File: src/rtl/assert_macros.svh
// Assertion macros shared by the modules of the escape-time pixel core.
`ifndef ASSERT_MACROS_SVH
`define ASSERT_MACROS_SVH

// The consequent must hold in the same cycle as the antecedent.
`define ASSERT_IMPL(label, ante, cons) \
    label: assert property (@(posedge i_clk) disable iff (!i_rst_n) (ante) |-> (cons)) \
        else $error("same-cycle implication failed");

// The consequent must hold in the cycle after the antecedent.
`define ASSERT_NEXT(label, ante, cons) \
    label: assert property (@(posedge i_clk) disable iff (!i_rst_n) (ante) |=> (cons)) \
        else $error("next-cycle implication failed");

`endif

File: src/rtl/jet_pkg.sv
// Types, constants and saturation helper shared by the escape-time pixel core.
package jet_pkg;

    localparam int CFG_ADDR_BITS = 3;
    localparam int CFG_DATA_BITS = 32;
    localparam int COORD_BITS    = 32;
    localparam int PROD_BITS     = 64;
    localparam int COLOR_BITS    = 8;
    localparam int ESCAPE_RADIUS = 100;

    localparam logic [COLOR_BITS-1:0] COLOR_BASE        = 8'd16;
    localparam logic [COLOR_BITS-1:0] COLOR_LIMIT_RESET = 8'd255;

    typedef enum logic [CFG_ADDR_BITS-1:0] {
        CFG_C_REAL      = 3'd0,
        CFG_C_IMAG      = 3'd1,
        CFG_X_MIN       = 3'd2,
        CFG_X_STEP      = 3'd3,
        CFG_Y_MIN       = 3'd4,
        CFG_Y_STEP      = 3'd5,
        CFG_COLOR_LIMIT = 3'd6
    } t_cfg_idx;

    typedef struct packed {
        logic signed [COORD_BITS-1:0] c_real;
        logic signed [COORD_BITS-1:0] c_imag;
        logic signed [COORD_BITS-1:0] x_min;
        logic signed [COORD_BITS-1:0] x_step;
        logic signed [COORD_BITS-1:0] y_min;
        logic signed [COORD_BITS-1:0] y_step;
        logic [COLOR_BITS-1:0]        color_limit;
    } t_cfg;

    typedef enum logic [2:0] {
        ST_IDLE,
        ST_INIT_MUL,
        ST_INIT_ADD,
        ST_MUL,
        ST_EVAL,
        ST_DONE
    } t_state;

    typedef struct packed {
        logic load;
        logic res_base;
        logic res_color;
        logic init_mul;
        logic init_add;
        logic mul;
        logic step;
        logic out_load;
    } t_cmd;

    typedef struct packed {
        logic small_limit;
        logic escaped;
        logic at_limit;
        logic out_free;
    } t_sts;

    function automatic logic signed [COORD_BITS-1:0] sat32(input logic signed [PROD_BITS-1:0] v);
        if (v > 64'sh0000_0000_7FFF_FFFF) begin
            sat32 = 32'sh7FFF_FFFF;
        end else if (v < -64'sh0000_0000_8000_0000) begin
            sat32 = 32'sh8000_0000;
        end else begin
            sat32 = v[COORD_BITS-1:0];
        end
    endfunction

endpackage

File: src/rtl/jet_cfg.sv
// Configuration register file of the escape-time pixel core.
module jet_cfg import jet_pkg::*; (
    input  logic                     i_clk,
    input  logic                     i_rst_n,
    input  logic                     i_cfg_we,
    input  logic [CFG_ADDR_BITS-1:0] i_cfg_addr,
    input  logic [CFG_DATA_BITS-1:0] i_cfg_wdata,
    output t_cfg                     o_cfg
);

    t_cfg r_cfg;

    always_ff @(posedge i_clk) begin
        if (!i_rst_n) begin
            r_cfg.c_real      <= '0;
            r_cfg.c_imag      <= '0;
            r_cfg.x_min       <= '0;
            r_cfg.x_step      <= '0;
            r_cfg.y_min       <= '0;
            r_cfg.y_step      <= '0;
            r_cfg.color_limit <= COLOR_LIMIT_RESET;
        end else if (i_cfg_we) begin
            case (t_cfg_idx'(i_cfg_addr))
                CFG_C_REAL:      r_cfg.c_real      <= i_cfg_wdata;
                CFG_C_IMAG:      r_cfg.c_imag      <= i_cfg_wdata;
                CFG_X_MIN:       r_cfg.x_min       <= i_cfg_wdata;
                CFG_X_STEP:      r_cfg.x_step      <= i_cfg_wdata;
                CFG_Y_MIN:       r_cfg.y_min       <= i_cfg_wdata;
                CFG_Y_STEP:      r_cfg.y_step      <= i_cfg_wdata;
                CFG_COLOR_LIMIT: r_cfg.color_limit <= i_cfg_wdata[COLOR_BITS-1:0];
                default: begin
                end
            endcase
        end
    end

    assign o_cfg = r_cfg;

endmodule

File: config.mk
export PLATFORM = sky130hd
export DESIGN_NAME = jet_cfg
export DESIGN_NICKNAME = d
export VERILOG_FILES = /design/src/rtl/assert_macros.svh /design/src/rtl/jet_pkg.sv /design/src/rtl/jet_cfg.sv
export SDC_FILE = /design/constraint.sdc
export NUM_CORES = 1
export LEC_CHECK = 0
export BUFFER_PORTS_ARGS = -buffer_cell sky130_fd_sc_hd__buf_4
export CAP_MARGIN = 20
export CORE_MARGIN = 10
export CORE_UTILIZATION = 50
export CTS_BUF_LIST = sky130_fd_sc_hd__clkbuf_16
export DETAILED_ROUTE_END_ITERATION = 16
export PLACE_DENSITY = 0.79
export RECOVER_POWER = 100
export SYNTH_ARGS = -nofsm -noshare
export SYNTH_HDL_FRONTEND = slang
export SYNTH_SLANG_ARGS = --single-unit
File: constraint.sdc
create_clock -name i_clk -period 1.65 [get_ports i_clk]
set_input_delay 0.0825 -clock i_clk [delete_from_list [all_inputs] [get_ports i_clk]]
set_output_delay 0.0825 -clock i_clk [all_outputs]
set_load 0.05 [all_outputs]
After elaboration in Yosys (flattened, before gate mapping):

Cells that the tools add are included.

* register bits after elaboration: 200
* bits of input ports: 38

* eq/ne operators: 6
* reduce and logical (&&, ||, !) cells: 8

Operators with widths (count)
* $reduce_and A2 Y1: 7
* $eq A3 B3 Y1 const B: 3
* $eq A3 B2 Y1 const B: 2
* $eq A3 B1 Y1 const B: 1
* $logic_not A3 Y1: 1

Longest topological paths before layout:

* depth in word-level cells: 2
* mapped depth: 5

Worst setup path before layout:

OpenSTA, ideal clock, no wires.

* kind: in2reg
* start: input i_cfg_addr[0]
* end: register r_cfg, in the netlist o_cfg[168]
* library setup time: 0.072 ns
* data arrival time: 1.014 ns
* required time: 1.578 ns
* setup slack: 0.564 ns
* cell stages on the path: 4
* cells stage by stage: buf_6 -> nor4b_4 -> buf_6 -> mux2i_1

* word-level cells in the longest chain between the ends: 2

Ends and longest elaborated chain
* from (decl): line jet_cfg.sv:6 `input logic [CFG_ADDR_BITS-1:0] i_cfg_addr,`
* $logic_not A3 Y1: line jet_cfg.sv:23 `case (t_cfg_idx'(i_cfg_addr))`
* $reduce_and A2 Y1 (no source line)
* to (decl): line jet_cfg.sv:11 `t_cfg r_cfg;`

No other way between the ends.
A chain may end at the register's enable or synchronous reset.

Worst setup path after layout:

* start: register r_cfg, in the netlist o_cfg[80]
* end: output o_cfg[80] (netlist bit)

RTL lines
* to (decl): line jet_cfg.sv:8 `output t_cfg o_cfg`

No word-level cell between the ends.

==> impl_metrics.tcl <==
set metrics [dict create \
    dp_hpwl_um 15470 \
    critPathKind "flip-flop to output pin" \
    pwr_density_cell_mw_per_mm2 1082 \
    cts_made_buffers 17 \
    synthCells 697 \
    p_leak_nw 4.381 \
    clock-sinks 200 \
    syn-mean-instance-area_um2 10.51 \
    fin_crit_ns 1.369 \
    r2r-start "o_cfg[22]$_SDFFE_PN0P_" \
    drv_slew 0 \
    status "finished clean" \
    worstHoldStart "i_cfg_wdata[12]" \
    finalSetupTns_ns 0 \
    vias 5664 \
    critPathTopFamily "buffers and inverters" \
    h-tree-depth 4 \
    grt_pass1_vias 5740 \
    slowest_delay_ns 0.49 \
    place.gp.congestion 0.7780 \
    largest_register_ffs 200 \
    ys_seq_area_share_pct 54.64 \
    hold_class "input pin to flip-flop" \
    firstDrtPassIters 4 \
    drv_cap 0 \
    peakVddDrop_mv 0.7260 \
    area_delta_synth_final_pct 28.84 \
    core_area_mm2 0.01442 \
    grt_pass1_wl_um 32400 \
    viasPerCell 5.004 \
    fillers 1292 \
    wl_um 21050 \
    clock_power_share_pct 40.9 \
    rows 44 \
    yosysWarnings 0 \
    cts_tree "done" \
    drive_gt1_share_pct 15.61 \
    p_sw_share_pct 25.60 \
    critPathArrivalTime_ns 1.29 \
    portBuffers 237 \
    ios 238 \
    cts_resized 0 \
    synth_nets 735 \
    setup_violations 0 \
    pwr-share-comb_pct 10.3 \
    final_common_cell "nand2_1" \
    clkTransAtPathRegs_ns 0.07 \
    die_h_um 141.1 \
    timing.final.hold_violations 0 \
    finClkSkew_ns 0 \
    cp-end-kind "output pin" \
    cp_cell_sequence "clkbuf_1" \
    worstPathMaxFanout 2 \
    post_cts_buffers 0 \
    synth_area_mm2 0.007328 \
    p_switching_mw 2.614 \
    antenna_left 0 \
    drt_iter0_markers 244 \
    crit_buf_inv 1 \
    clock.fmax_mhz 730.5 \
    floorplan.die_area_mm2 0.01990 \
    wl_per_cell_um 18.60 \
    cp.required_ns 1.57 \
    maxSlewHeadroom_pct 46.85 \
    drc 0 \
    ctsHoldBuffers 8 \
    power_mw 10.21 \
    insertion_delay_ns 0.42 \
    nets 974 \
    antenna-diode-count 0 \
    synth_seq_cells 200 \
    fp.dieW_um 141.1 \
    antenna_found_initial 0 \
    grt_setup_unrepaired "no" \
    startpoint_type "flip-flop" \
    ys_types 14 \
    grt.total_usage_pct 20.48 \
    final_cell_mix "nand2_1, mux2i_1, dfxtp_1, clkbuf_1, buf_4" \
    grt_max_degree 42 \
    cp-startpoint "o_cfg[80]$_SDFFE_PN0P_" \
    overflow 0 \
    min_period_over_period_pct 82.96 \
    initial_core_util_pct 50.81 \
    cts_root_buf "clkbuf_16" \
    intPower_mw 7.598 \
    cts_buffer_depth 2 \
    crit_slowest_cell "clkbuf_1" \
    p_seq_share_pct 48.9 \
    tightestPinTransition_ns 0.7972 \
]
layout make-up:
type | instances | area (um^2) | area share, %
clock buffers | 17 | 425.4 | 4.506
clock inverters | 14 | 158.9 | 1.683
multi-input cells | 447 | 3062 | 32.43
flip-flops and latches | 200 | 4004 | 42.41
well taps | 184 | 230.2 | 2.438
repair buffers | 270 | 1562 | 16.54
metrics by stage:
stage	utilization (%)	hold slack [ns]	cells	worst slack (ns)	area, um^2
2_1_floorplan	-	0.2490	697	0.5642	7328
3_3_place_gp	64.68	0.3467	1093	0.4325	9329
3_5_place_dp	64.68	0.3604	1093	0.4154	9329
4_1_cts	69.28	0.02691	1132	0.5282	9993
5_1_grt	65.46	0.06345	1132	0.2573	9442
6_report	65.46	0.05108	1132	0.2811	9442
path summary, 6_finish.rpt:
check	slack (ns)	to	cells past startpoint
worst max-delay path	0.28	o_cfg[80]	1
worst min-delay path	0.05	o_cfg[116]$_SDFFE_PN0P_	3
worst max register to register	1.00	o_cfg[22]$_SDFFE_PN0P_	2
worst min register to register	0.46	o_cfg[56]$_SDFFE_PN0P_	2
layer usage:
layer / global-route usage, % / part of all wire, % / wire, um
met5: 0 / 0 / 0
met4: 7.717 / 2.5 / 530
met3: 7.860 / 7.6 / 1607
met2: 34.32 / 49 / 10280
met1: 23.00 / 41 / 8633
cell families after synthesis:
family | Yosys count | share of synthesized area [%]
mux | 200 | 27.32
flops | 200 | 54.64
buf+inv | 50 | 4.029
simple gates | 247 | 14.02
synthesized netlist by cell type (all sizes together):
| cell | number | area, um^2 |
|---|---|---|
| dfxtp | 200 | 4004 |
| nand4bb | 2 | 22.52 |
| and4b | 1 | 10.01 |
| nand2 | 224 | 840.8 |
| nor2b | 16 | 100.1 |
| nor4b | 1 | 23.77 |
| buf | 28 | 212.7 |
| clkbuf | 22 | 82.58 |
| mux2i | 200 | 2002 |
| and4bb | 1 | 12.51 |
| nand4b | 2 | 17.52 |
power groups by stage:
stage | Clock (mW) | Sequential, mW | Combinational [mW]
2_1_floorplan | 0 | 5.46 | 0.340
3_3_place_gp | 0 | 5.10 | 1.10
3_5_place_dp | 0 | 5.10 | 1.11
4_1_cts | 4.23 | 4.99 | 1.13
5_1_grt | 4.37 | 5.00 | 1.11
6_report | 4.17 | 4.99 | 1.05
No activity file was read; power rests on OpenSTA's default activity.
