### src/rtl/assert_macros.svh
// Assertion macros shared by the modules of the escape-time pixel core.
`ifndef ASSERT_MACROS_SVH
`define ASSERT_MACROS_SVH

// The consequent must hold in the same cycle as the antecedent.
`define ASSERT_IMPL(label, ante, cons) \
    label: assert property (@(posedge i_clk) disable iff (!i_rst_n) (ante) |-> (cons)) \
        else $error("same-cycle implication failed");

// The consequent must hold in the cycle after the antecedent.
`define ASSERT_NEXT(label, ante, cons) \
    label: assert property (@(posedge i_clk) disable iff (!i_rst_n) (ante) |=> (cons)) \
        else $error("next-cycle implication failed");

`endif

### src/rtl/jet_pkg.sv
// Types, constants and saturation helper shared by the escape-time pixel core.
package jet_pkg;

    localparam int CFG_ADDR_BITS = 3;
    localparam int CFG_DATA_BITS = 32;
    localparam int COORD_BITS    = 32;
    localparam int PROD_BITS     = 64;
    localparam int COLOR_BITS    = 8;
    localparam int ESCAPE_RADIUS = 100;

    localparam logic [COLOR_BITS-1:0] COLOR_BASE        = 8'd16;
    localparam logic [COLOR_BITS-1:0] COLOR_LIMIT_RESET = 8'd255;

    typedef enum logic [CFG_ADDR_BITS-1:0] {
        CFG_C_REAL      = 3'd0,
        CFG_C_IMAG      = 3'd1,
        CFG_X_MIN       = 3'd2,
        CFG_X_STEP      = 3'd3,
        CFG_Y_MIN       = 3'd4,
        CFG_Y_STEP      = 3'd5,
        CFG_COLOR_LIMIT = 3'd6
    } t_cfg_idx;

    typedef struct packed {
        logic signed [COORD_BITS-1:0] c_real;
        logic signed [COORD_BITS-1:0] c_imag;
        logic signed [COORD_BITS-1:0] x_min;
        logic signed [COORD_BITS-1:0] x_step;
        logic signed [COORD_BITS-1:0] y_min;
        logic signed [COORD_BITS-1:0] y_step;
        logic [COLOR_BITS-1:0]        color_limit;
    } t_cfg;

    typedef enum logic [2:0] {
        ST_IDLE,
        ST_INIT_MUL,
        ST_INIT_ADD,
        ST_MUL,
        ST_EVAL,
        ST_DONE
    } t_state;

    typedef struct packed {
        logic load;
        logic res_base;
        logic res_color;
        logic init_mul;
        logic init_add;
        logic mul;
        logic step;
        logic out_load;
    } t_cmd;

    typedef struct packed {
        logic small_limit;
        logic escaped;
        logic at_limit;
        logic out_free;
    } t_sts;

    function automatic logic signed [COORD_BITS-1:0] sat32(input logic signed [PROD_BITS-1:0] v);
        if (v > 64'sh0000_0000_7FFF_FFFF) begin
            sat32 = 32'sh7FFF_FFFF;
        end else if (v < -64'sh0000_0000_8000_0000) begin
            sat32 = 32'sh8000_0000;
        end else begin
            sat32 = v[COORD_BITS-1:0];
        end
    endfunction

endpackage

### src/rtl/jet_ctrl.sv
// Sequencer that steps one pixel through set-up, iteration and result transfer.
`include "assert_macros.svh"
module jet_ctrl import jet_pkg::*; (
    input  logic i_clk,
    input  logic i_rst_n,
    input  logic i_in_valid,
    input  t_sts i_sts,
    output logic o_in_stall,
    output t_cmd o_cmd
);

    t_state r_state;
    t_state n_state;

    always_ff @(posedge i_clk) begin
        if (!i_rst_n) begin
            r_state <= ST_IDLE;
        end else begin
            r_state <= n_state;
        end
    end

    always_comb begin
        n_state    = r_state;
        o_in_stall = 1'b1;
        o_cmd      = '0;
        case (r_state)
            ST_IDLE: begin
                o_in_stall = 1'b0;
                if (i_in_valid) begin
                    o_cmd.load = 1'b1;
                    if (i_sts.small_limit) begin
                        o_cmd.res_base = 1'b1;
                        n_state        = ST_DONE;
                    end else begin
                        n_state = ST_INIT_MUL;
                    end
                end
            end
            ST_INIT_MUL: begin
                o_cmd.init_mul = 1'b1;
                n_state        = ST_INIT_ADD;
            end
            ST_INIT_ADD: begin
                o_cmd.init_add = 1'b1;
                n_state        = ST_MUL;
            end
            ST_MUL: begin
                o_cmd.mul = 1'b1;
                n_state   = ST_EVAL;
            end
            ST_EVAL: begin
                if (i_sts.escaped) begin
                    o_cmd.res_color = 1'b1;
                    n_state         = ST_DONE;
                end else if (i_sts.at_limit) begin
                    o_cmd.res_base = 1'b1;
                    n_state        = ST_DONE;
                end else begin
                    o_cmd.step = 1'b1;
                    n_state    = ST_MUL;
                end
            end
            ST_DONE: begin
                if (i_sts.out_free) begin
                    o_cmd.out_load = 1'b1;
                    n_state        = ST_IDLE;
                end
            end
            default: begin
                n_state = ST_IDLE;
            end
        endcase
    end

    `ASSERT_NEXT(a_busy_after_transfer, (r_state == ST_IDLE) && i_in_valid, r_state != ST_IDLE)

endmodule

### config.mk
export PLATFORM = sky130hd
export DESIGN_NAME = jet_ctrl
export DESIGN_NICKNAME = d
export VERILOG_FILES = /design/src/rtl/jet_pkg.sv /design/src/rtl/jet_ctrl.sv
export VERILOG_INCLUDE_DIRS = /design/src /design/src/rtl
export SDC_FILE = /design/constraint.sdc
export NUM_CORES = 1
export LEC_CHECK = 0
export BUFFER_PORTS_ARGS = -buffer_cell sky130_fd_sc_hd__buf_2
export CAP_MARGIN = 20
export CORE_AREA = 4 4 41 43
export DETAILED_ROUTE_END_ITERATION = 8
export DIE_AREA = 0 0 45 47
export PLACE_DENSITY = 0.4
export SLEW_MARGIN = 40
export SYNTH_ARGS = -nofsm -noshare
export SYNTH_HDL_FRONTEND = slang
export SYNTH_SLANG_ARGS = --single-unit
### constraint.sdc
create_clock -name i_clk -period 3.4 [get_ports i_clk]
set_clock_uncertainty 0.15 [all_clocks]
set_input_delay 0.68 -clock i_clk [delete_from_list [all_inputs] [get_ports i_clk]]
set_output_delay 0.68 -clock i_clk [all_outputs]
set_load 0.1 [all_outputs]
Word level (Yosys, flattened, before mapping)
Index checks and enable logic that the tools add are counted.

Output and inout bits: 9. Logic and storage cells: 33. Register bits: 3.

Equal/unequal tests: 7. Reductions and logical operators: 2. Multiplexer cells: 23.

Operator list (number): 3-bit one-hot mux with 6 select lines (1); 1-bit 2-to-1 mux (15); 3-bit 2-to-1 mux (5); 3-bit by 2-bit == test with 1-bit output, second input constant (2); 3-bit == test, second input constant (2); 2-bit inequality test, second input constant (2); 3-bit by 1-bit == test with 1-bit output, second input constant (1); 3-bit logical NOT (1); 2-bit 2-to-1 mux (1); 1-bit one-hot mux with 2 select lines (1); 2-bit AND reduction (1).

Logic depth before layout (Yosys ltp)
Word-level depth: 3. Gate-level depth with buffers: 4. Depth with buffers taken out: 3.

Worst setup path after synthesis
OpenSTA, ideal clock, no wires.

Path kind: input to output. Start point: input port i_sts[2] in the netlist's numbering. End point: output port o_cmd[1] in the netlist's numbering. Path slack: -0.208 ns. Data arrival time: 2.778 ns. Required time: 2.570 ns. Stages: 1. Path through: nor3_1.

Word-level cells in the longest chain between the ends: 2.

RTL lines: from (decl) (line jet_ctrl.sv:7) `input t_sts i_sts,`; 1-bit 2-to-1 mux (line jet_ctrl.sv:53) `if (i_sts.escaped) begin`; 1-bit 2-to-1 mux (line jet_ctrl.sv:27) `case (r_state)`; to (decl) (line jet_ctrl.sv:9) `output t_cmd o_cmd`.

No other way between the ends.

==> impl_metrics.py <==
metrics = {
    "outcome": {
        "status": "complete, no violations",
    },
    "critical_path": {
        "worstRegToRegCells": 3,
        "worstPathArrival_ns": 1.62,
        "worstPathMaxFanout": 7,
        "cp.required_ns": 2.57,
        "criticalPathCategory": "flip-flop to output pin",
        "cp-end-kind": "output pin",
        "critPathLaunchType": "flip-flop",
    },
    "placement": {
        "gp_congestion": 0.660,
        "port-buffer-count": 15,
        "dpl.hpwl_um": 568,
        "pre_cts_slack_ns": 1.04,
        "placed_cell_area_um2": 344,
    },
    "cts": {
        "cts-buffers-inserted": 3,
        "clk_path_buf_depth": 2,
        "cts_sinks": 3,
        "cts_resized": 0,
        "ctsHoldBuffers": 0,
        "clock_latency_ns": 0.24,
        "clk_pin_slew_ns": 0.04,
        "postCtsSetupRepairBufs": 0,
        "cts_root_buffer": "clkbuf_4",
        "htree_levels": 1,
        "cts_tree": "built",
    },
    "sta": {
        "hold_viol": 0,
        "fmax_mhz": 407,
        "fin_crit_sh": 0.722,
        "slew_headroom": 0.677,
        "drv_slew": 0,
        "setup_viol_count_final": 0,
        "worst-slew-pin-transition_ns": 0.488,
        "rsz0062_at_grt": "false",
        "tns_ns": 0,
        "fin_crit_ns": 2.45,
        "setup_ws_ns": 0.946,
    },
    "final_layout": {
        "largest_reg_flops": 3,
        "fill_cells": 161,
        "nets": 61,
        "drive_gt1_frac": 0.396,
        "multi_input_area_um2": 186,
        "area_growth_pct": 48.0,
        "reg_top3": "r_state (3)",
        "top_register": "r_state",
        "fin_util": 0.285,
        "regArea_um2": 60.1,
        "antenna_cells": 0,
        "fin_area_um2": 370,
    },
    "floorplan": {
        "die_x_um": 45,
        "core_area_um2": 1300,
        "start_util": 0.192,
        "die-area_um2": 2120,
        "std_cell_rows": 13,
        "dieHeight_um": 47,
        "ios": 16,
    },
    "power": {
        "vdd_drop_max_mv": 0.269,
        "leakage_uw": 0.000182,
        "powerDensity_nw_per_um2": 777,
    },
    "yosys": {
        "synth_top_cell_by_area": "dfxtp_1",
        "synthMostInstantiatedCell": "nor2_1",
        "synthesis.area_um2": 250,
        "synthCells": 35,
        "netlist.area_leader.share": 0.240,
        "synth_fp_nets": 42,
        "synth-async-reset-ratio": 0,
        "ys_seq_area_frac": 0.240,
        "synth_edf_count": 0,
        "ys_warn_count": 0,
        "ys.flop_type": "dfxtp_1",
        "ys_top_cells_by_count": "nor2_1, and3_1, dfxtp_1, nand2_1",
        "synth_cell_types": 23,
        "synth.avg_cell_area_um2": 7.15,
        "synth_seq_cells": 3,
        "synth_area_leaders": "dfxtp_1, and3_1, nand3b_1, nor2_1, nand2_1",
    },
    "job": {
        "cap_violations": 0,
    },
    "grt": {
        "grt_max_degree": 16,
        "grt_use_total": 0.0781,
        "use_met1": 0.104,
        "grtUsageMet3": 0.0345,
        "busiest_layer": "met1",
        "grt_pass1_wl_mm": 1.18,
        "grt-ovfl-total": 0,
        "use_met2": 0.0989,
        "antenna_found_initial": 0,
        "grt_pass1_vias": 293,
    },
    "route": {
        "vias_per_cell": 4.50,
        "ant_nets": 0,
        "vias": 306,
        "dr.pass1.iters": 2,
        "routed_wl_um": 768,
        "drc": 0,
        "drt_iter0_drc": 3,
        "wl_per_cell_um": 11.3,
    },
    "hold_path": {
        "hold_depth": 2,
        "hp-class": "flip-flop to flip-flop",
    },
}
==> critical path: stages, from the launching register on <==
cell and delay (ns):
dfxtp_1 0.36, nor2_1 0.37, nand2_1 0.12, nor3_2 0.10, buf_2 0.44
==> cell usage in the layout (no fill, tap or decap) <==
cell type and count:
buf_2 15, nor2_1 4, nand2_1 3, and3_1 3, clkbuf_4 3, dfxtp_1 3
nand3b_1 2, a21oi_1 2, nor3_2 1, and3b_2 1, inv_1 1, or2b_1 1
nand2b_1 1, nand3_1 1, a21boi_1 1, or4b_1 1, o21a_1 1, or3b_1 1
or2_2 1, a31oi_1 1, or4_1 1, o211ai_1 1, o22ai_1 1, nor3_1 1
o21ai_0 1, clkbuf_1 1
==> per-layer routing <==
layer / part of all wire / wire length, um / vias to the layer above
li1: - / - / 165
met1: 0.51 / 390 / 130
met2: 0.42 / 324 / 11
met3: 0.069 / 53 / 0
met4: 0 / 0 / 0
met5: 0 / 0 / -
==> power by group <==
part           internal [uW]  switching, uW
registers               41.5           13.8
clock network           44.1           19.6
logic                   32.8            136
==> per-stage QoR <==
step / hold WS, ns / power [uW] / std cells
4_1_cts: 0.477 / 291 / 68
6_report: 0.466 / 288 / 68
5_1_grt: 0.515 / 303 / 68
2_1_floorplan: 0.398 / 198 / 35
3_3_place_gp: 0.479 / 226 / 64
3_5_place_dp: 0.469 / 226 / 64
==> final cells by class <==
| type | instances | area share |
|---|---|---|
| tap | 15 | 0.0507 |
| inverter | 1 | 0.0101 |
| clock buffer | 4 | 0.0709 |
| sequential | 3 | 0.162 |
| multi-input combinational | 30 | 0.503 |
| timing repair buffer | 15 | 0.203 |
==> final timing paths <==
check,start,end,slack [ns]
worst min register to register,r_state[0],r_state[2],0.47
worst min-delay path,r_state[0],r_state[2],0.47
worst max register to register,r_state[2],r_state[1],1.86
worst max-delay path,r_state[0],o_cmd[1],0.95
==> kinds of logic (layout without fill, tap and decap cells) <==
| group | Yosys count | count (layout) | share of synthesized area |
|---|---|---|---|
| simple gates | 22 | 22 | 0.525 |
| compound gates | 8 | 8 | 0.200 |
| flops | 3 | 3 | 0.240 |
| buf+inv | 2 | 20 | 0.0350 |
Power figures use the tool's default switching activity.
